--- src/hw/rtl/rsrz_pkg.sv ---
// ----------------------------------------------------------------------------
// rsrz_pkg
// Shared types and constants of the rotate-zoom sprite sampler: command and
// register codes, datapath widths, the configuration bundle and the
// luminance table.
// ----------------------------------------------------------------------------
`timescale 1ns / 1ps
`default_nettype none

package rsrz_pkg;

  // Command codes carried by cmd_i
  localparam logic CMD_LOAD   = 1'b0;
  localparam logic CMD_SAMPLE = 1'b1;

  // Configuration register indexes
  localparam int unsigned CFG_IDX_W = 3;
  localparam logic [CFG_IDX_W-1:0] REG_OUT_WIDTH  = 3'd0;
  localparam logic [CFG_IDX_W-1:0] REG_OUT_HEIGHT = 3'd1;
  localparam logic [CFG_IDX_W-1:0] REG_INV_ZOOM   = 3'd2;
  localparam logic [CFG_IDX_W-1:0] REG_COS_ANGLE  = 3'd3;
  localparam logic [CFG_IDX_W-1:0] REG_SIN_ANGLE  = 3'd4;
  localparam int unsigned CFG_DATA_W = 16;

  // Reset values of the registers
  localparam logic [10:0]        OUT_WIDTH_RST  = 11'd80;
  localparam logic [10:0]        OUT_HEIGHT_RST = 11'd50;
  localparam logic [12:0]        INV_ZOOM_RST   = 13'd256;
  localparam logic signed [15:0] COS_ANGLE_RST  = 16'sd16384;
  localparam logic signed [15:0] SIN_ANGLE_RST  = 16'sd0;

  // Zoom floor of 0.05 gives this largest usable inverse zoom
  localparam logic [12:0] INV_ZOOM_MAX = 13'd5120;

  // Sprite pixel (palette index) width
  localparam int unsigned PIX_W = 3;

  // Datapath widths
  localparam int unsigned AX_W      = 12;  // 2*px - w
  localparam int unsigned AY_W      = 13;  // 2*(2*py - h)
  localparam int unsigned Z_W       = 14;  // clamped zoom, sign bit added
  localparam int unsigned PROD_W    = 30;  // rotated sums
  localparam int unsigned ZP_W      = 44;  // after the zoom product
  localparam int unsigned FRAC_BITS = 24;
  localparam int unsigned Q_W       = ZP_W - FRAC_BITS;
  localparam int unsigned SRC_W     = Q_W + 1;
  localparam logic [ZP_W-1:0] TRUNC_BIAS = ZP_W'((64'd1 << FRAC_BITS) - 64'd1);

  typedef struct packed {
    logic [10:0]        out_width;
    logic [10:0]        out_height;
    logic [12:0]        inv_zoom;
    logic signed [15:0] cos_angle;
    logic signed [15:0] sin_angle;
  } cfg_t;

  // Luminance by palette index; indices above five read as black
  localparam logic [7:0] LUM_TABLE [8] = '{
    8'd0, 8'd25, 8'd255, 8'd205, 8'd165, 8'd105, 8'd0, 8'd0
  };

endpackage

`default_nettype wire

--- src/hw/rtl/rsrz_map_unit.sv ---
// ----------------------------------------------------------------------------
// rsrz_map_unit
// Maps an output pixel back into sprite space: centre, rotate, scale by the
// inverse zoom, truncate toward zero and offset by the sprite centre.
// ----------------------------------------------------------------------------
`timescale 1ns / 1ps
`default_nettype none

module rsrz_map_unit #(
  parameter int unsigned SPRITE_W = 64,
  parameter int unsigned SPRITE_H = 64
) (
  input  wire logic                         clk_i,
  input  wire logic                         rst_ni,
  input  wire logic                         start_i,
  input  wire logic [9:0]                   pixel_x_i,
  input  wire logic [9:0]                   pixel_y_i,
  input  wire rsrz_pkg::cfg_t               cfg_i,
  output logic                              done_o,
  output logic                              inside_o,
  output logic [$clog2(SPRITE_W)-1:0]       col_o,
  output logic [$clog2(SPRITE_H)-1:0]       row_o
);

  localparam int unsigned ColW  = $clog2(SPRITE_W);
  localparam int unsigned RowW  = $clog2(SPRITE_H);
  localparam int unsigned HalfW = SPRITE_W / 2;
  localparam int unsigned HalfH = SPRITE_H / 2;

  typedef enum logic [2:0] {
    M_IDLE,
    M_PROD,
    M_SUM,
    M_ZOOM,
    M_MAP
  } state_e;

  state_e state_q, state_d;

  logic                                    done_q;
  logic                                    inside_q;
  logic [ColW-1:0]                         col_q;
  logic [RowW-1:0]                         row_q;

  logic signed [rsrz_pkg::AX_W-1:0]        ax_q, ax_d;
  logic signed [rsrz_pkg::AY_W-1:0]        ay_q, ay_d;
  logic signed [rsrz_pkg::Z_W-1:0]         z_q, z_d;
  logic signed [rsrz_pkg::PROD_W-1:0]      pa_q, pa_d, pb_q, pb_d;
  logic signed [rsrz_pkg::PROD_W-1:0]      n_q, n_d, m_q, m_d;
  logic signed [rsrz_pkg::ZP_W-1:0]        nz_q, nz_d, mz_q, mz_d;

  logic signed [11:0]                      dy;
  logic [12:0]                             zc;
  logic signed [rsrz_pkg::ZP_W-1:0]        rnd_n, rnd_m;
  logic signed [rsrz_pkg::Q_W-1:0]         tn, tm;
  logic signed [rsrz_pkg::SRC_W-1:0]       sx, sy;
  logic                                    in_x, in_y;

  // Centre and clamp on start
  always_comb begin
    ax_d = $signed({1'b0, pixel_x_i, 1'b0}) - $signed({1'b0, cfg_i.out_width});
    dy   = $signed({1'b0, pixel_y_i, 1'b0}) - $signed({1'b0, cfg_i.out_height});
    ay_d = $signed({dy, 1'b0});
    zc   = (cfg_i.inv_zoom > rsrz_pkg::INV_ZOOM_MAX) ? rsrz_pkg::INV_ZOOM_MAX
                                                     : cfg_i.inv_zoom;
    z_d  = $signed({1'b0, zc});
  end

  // Rotate, then scale
  always_comb begin
    pa_d = rsrz_pkg::PROD_W'(ax_q) * rsrz_pkg::PROD_W'(cfg_i.cos_angle);
    pb_d = rsrz_pkg::PROD_W'(ax_q) * rsrz_pkg::PROD_W'(cfg_i.sin_angle);
    n_d  = pa_q - rsrz_pkg::PROD_W'(ay_q) * rsrz_pkg::PROD_W'(cfg_i.sin_angle);
    m_d  = pb_q + rsrz_pkg::PROD_W'(ay_q) * rsrz_pkg::PROD_W'(cfg_i.cos_angle);
    nz_d = rsrz_pkg::ZP_W'(n_q) * rsrz_pkg::ZP_W'(z_q);
    mz_d = rsrz_pkg::ZP_W'(m_q) * rsrz_pkg::ZP_W'(z_q);
  end

  // Truncate toward zero: bias negative values before the arithmetic shift
  always_comb begin
    rnd_n = nz_q + $signed(nz_q[rsrz_pkg::ZP_W-1] ? rsrz_pkg::TRUNC_BIAS
                                                   : {rsrz_pkg::ZP_W{1'b0}});
    rnd_m = mz_q + $signed(mz_q[rsrz_pkg::ZP_W-1] ? rsrz_pkg::TRUNC_BIAS
                                                   : {rsrz_pkg::ZP_W{1'b0}});
    tn    = rnd_n[rsrz_pkg::ZP_W-1:rsrz_pkg::FRAC_BITS];
    tm    = rnd_m[rsrz_pkg::ZP_W-1:rsrz_pkg::FRAC_BITS];
    sx    = rsrz_pkg::SRC_W'(tn) + rsrz_pkg::SRC_W'(HalfW);
    sy    = rsrz_pkg::SRC_W'(tm) + rsrz_pkg::SRC_W'(HalfH);
    in_x  = !sx[rsrz_pkg::SRC_W-1] && (sx < rsrz_pkg::SRC_W'(SPRITE_W));
    in_y  = !sy[rsrz_pkg::SRC_W-1] && (sy < rsrz_pkg::SRC_W'(SPRITE_H));
  end

  always_comb begin
    state_d = state_q;
    unique case (state_q)
      M_IDLE: if (start_i) state_d = M_PROD;
      M_PROD: state_d = M_SUM;
      M_SUM:  state_d = M_ZOOM;
      M_ZOOM: state_d = M_MAP;
      M_MAP:  state_d = M_IDLE;
      default: state_d = M_IDLE;
    endcase
  end

  always_ff @(posedge clk_i or negedge rst_ni) begin
    if (!rst_ni) begin
      state_q  <= M_IDLE;
      done_q   <= 1'b0;
      inside_q <= 1'b0;
      col_q    <= '0;
      row_q    <= '0;
    end else begin
      state_q <= state_d;
      done_q  <= (state_q == M_MAP);
      if (state_q == M_MAP) begin
        inside_q <= in_x && in_y;
        col_q    <= sx[ColW-1:0];
        row_q    <= sy[RowW-1:0];
      end
    end
  end

  always_ff @(posedge clk_i) begin
    if (state_q == M_IDLE && start_i) begin
      ax_q <= ax_d;
      ay_q <= ay_d;
      z_q  <= z_d;
    end
    if (state_q == M_PROD) begin
      pa_q <= pa_d;
      pb_q <= pb_d;
    end
    if (state_q == M_SUM) begin
      n_q <= n_d;
      m_q <= m_d;
    end
    if (state_q == M_ZOOM) begin
      nz_q <= nz_d;
      mz_q <= mz_d;
    end
  end

  assign done_o   = done_q;
  assign inside_o = inside_q;
  assign col_o    = col_q;
  assign row_o    = row_q;

endmodule

`default_nettype wire

--- config.mk ---
export PLATFORM = sky130hd
export DESIGN_NAME = rsrz_map_unit
export DESIGN_NICKNAME = d
export VERILOG_FILES = /design/src/hw/rtl/rsrz_pkg.sv /design/src/hw/rtl/rsrz_map_unit.sv
export SDC_FILE = /design/constraint.sdc
export NUM_CORES = 2
export LEC_CHECK = 0
export ABC_AREA = 1
export BUFFER_PORTS_ARGS = -buffer_cell sky130_fd_sc_hd__buf_4
export CAP_MARGIN = 20
export CORE_AREA = 2 2 493 250
export CTS_CLUSTER_SIZE = 40
export DETAILED_ROUTE_END_ITERATION = 6
export DIE_AREA = 0 0 495 252
export GPL_ROUTABILITY_DRIVEN = 0
export PLACE_DENSITY_LB_ADDON = 0.2
export SLEW_MARGIN = 30
export SYNTH_ARGS = -nofsm -noshare
export SYNTH_HDL_FRONTEND = slang
export SYNTH_SLANG_ARGS = --single-unit
--- constraint.sdc ---
create_clock -name clk_i -period 18.2 [get_ports clk_i]
set_input_delay 5.46 -clock clk_i [delete_from_list [all_inputs] [get_ports clk_i]]
set_output_delay 5.46 -clock clk_i [all_outputs]
set_load 0.03 [all_outputs]
==> metrics.yaml <==
hp-class: "register to register"
routed_wl_um: 178000
crit_path_end_kind: "register"
tightest_slew_ps: 954
synth_flop_cell: "edfxtp_1"
status: "complete, no violations"
syn_area_um2: 71800
maxSlewHeadroom: 0.364
maxCapViolations: 0
first_pass_iters: 6
dp_hpwl_um: 142000
cts_tree: "built"
fin_util: 0.625
crit_fanout: 24
rows: 90
core-area_um2: 120000
slew_viol_final: 0
cts_resized: 0
syn2layout_area_growth_pct: 4.50
synth-edff-count: 241
crit_slowest_cell: "fa_1"
setup_viol: 0
crit_required_ps: 18570
synthCells: 8972
root_buffer: "clkbuf_16"
synth-seq-cells: 258
clock_sinks: 258
num_vias: 55400
clk_transition_reported_paths_ps: 70
final_cell_mix: "2635 x inv_1, 2266 x nand2_1, 1428 x fa_1, 566 x ha_1, 325 x nor2_1"
drive_above_1_share: 0.0317
rsz0062_at_grt: "false"
viasPerCell: 5.27
die_h_um: 252
cts_max_level: 2
fin_crit_sh: 0.649
track_usage: 0.300
numCtsBuffers: 36
wl_per_cell_um: 17.0
clock_latency_ps: 620
hold_viol: 0
drc_errors: 0
grt_pass1_vias: 57900
antenna_cells: 0
path_class: "input port to register"
fin_skew_ps: 33.1
cts_hold_buf: 0
syn-num-nets: 11100
synth_cell_types: 47
initial_utilization: 0.598
min_from: "pa_q[0]$_DFFE_PP_"
postCtsSetupBuffers: 0
grt_pass1_wl_um: 298000
ios: 104
setup.worst_path.start: "cfg_i[21]"
yosysWarnings: 0
finalCriticalPeriod_ps: 11820
stdcell_count: 10500
nNetsFinal: 11000
cp-start-kind: "input port"
timing.rr.start: "ay_q[4]$_DFFE_PP_"
critPathArrivalTime_ps: 12180
dieArea_um2: 125000
antenna_found_initial: 4
ant_nets: 0
fill_cells: 10600
cts.path.max_buffers: 3
port_buffers: 103
drtIter0Drc: 4132
synth-seq-area-share: 0.107
setup_tns_ps: 0
grt_max_degree: 86
final_common_cell: "inv_1"
dp_cells: 10400
slowest_delay_ps: 540
synth_area_per_cell_um2: 8.00
clock.fmax_mhz: 84.6
synthArstFlopShare: 0.0659
overflow: 0
die_x_um: 495
cells in the mapped netlist, types with 8 or more instances:
cell type	number	area share
dfrtp_1	17	0.0059
nor4_1	13	0.0011
buf_1	63	0.0033
edfxtp_1	241	0.10
nand4_1	37	0.0032
o21bai_1	15	0.0016
o21a_1	13	0.0014
nor3_1	37	0.0026
nand2_2	8	0.00070
a21o_1	9	0.00094
nor2_1	325	0.017
a21oi_1	309	0.022
o21ai_1	27	0.0019
nand3_1	134	0.0093
or2_2	23	0.0020
nand2_1	2266	0.12
o21ai_0	122	0.0085
o31ai_1	11	0.0012
fa_1	1428	0.40
xor2_1	164	0.020
clkbuf_1	228	0.012
inv_1	2635	0.14
ha_1	566	0.099
xnor2_1	128	0.016
a31oi_1	54	0.0047
o211ai_1	14	0.0015
through the flow:
stage	hold slack [ps]	setup slack, ps	area (µm²)
floorplan	400	6650	71800
global placement	408	5940	73800
detailed placement	410	5780	73800
CTS	424	6420	75000
global route	439	6050	75000
finish	424	6380	75000
logic make-up (layout without fill, tap and decap cells):
| group | count (synthesis) | in the layout | synth area share |
|---|---|---|---|
| buffers and inverters | 2928 | 2852 | 0.153 |
| and+or+nand+nor | 2885 | 2885 | 0.159 |
| adders and majority gates | 1994 | 1994 | 0.497 |
| AOI/OAI and AO/OA | 615 | 615 | 0.0481 |
| xor gates and xnor gates | 292 | 292 | 0.0356 |
| DFF | 258 | 258 | 0.107 |
critical path, delay by kind of cell:
family | cells | cell delay (ps)
and+or+nand+nor | 2 | 230
buffers and inverters | 6 | 540
xor gates and xnor gates | 2 | 300
AOI/OAI and AO/OA | 12 | 2580
adders and majority gates | 7 | 3060
layout make-up:
type	instances	area, µm²	share of cell area
multi-input combinational	5786	53100	0.708
timing repair buffer	151	1140	0.0152
tap	1610	2010	0.0269
clock inverter	26	244	0.00325
clock buffer	38	908	0.0121
inverter	2637	9900	0.132
sequential	258	7660	0.102
registers in the layout (all words and copies together) (netlist names), 3 cells and up:
signal and flops:
ax_q 12, ay_q 12, col_o 6, m_q 30, mz_q 44, n_q 30
nz_q 44, pa_q 28, pb_q 28, row_o 6, state_q 3, z_q 13
worst paths after layout:
kind / cells past startpoint / slack, ps / endpoint
hold / removal: 0 / 420 / n_q[0]$_DFFE_PN_
setup reg to reg: 29 / 10710 / m_q[28]$_DFFE_PN_
min in group asynchronous: 1 / 4700 / col_o[5]$_DFFE_PN0P_
max in group asynchronous: 1 / 13300 / row_o[4]$_DFFE_PN0P_
hold reg to reg: 0 / 420 / n_q[0]$_DFFE_PN_
setup / recovery: 29 / 6380 / m_q[28]$_DFFE_PN_
routing by layer:
metal | track usage | vias up | share of wire
met4 | 0.0872 | 8 | 0.033
met1 | 0.422 | 27000 | 0.43
met2 | 0.465 | 2232 | 0.43
met3 | 0.0731 | 321 | 0.10
met5 | 0 | - | 0.00028
li1 | - | 25800 | -
Power is not shown: default switching activity piles up to over one toggle a cycle in this logic, so the estimate is an artifact.
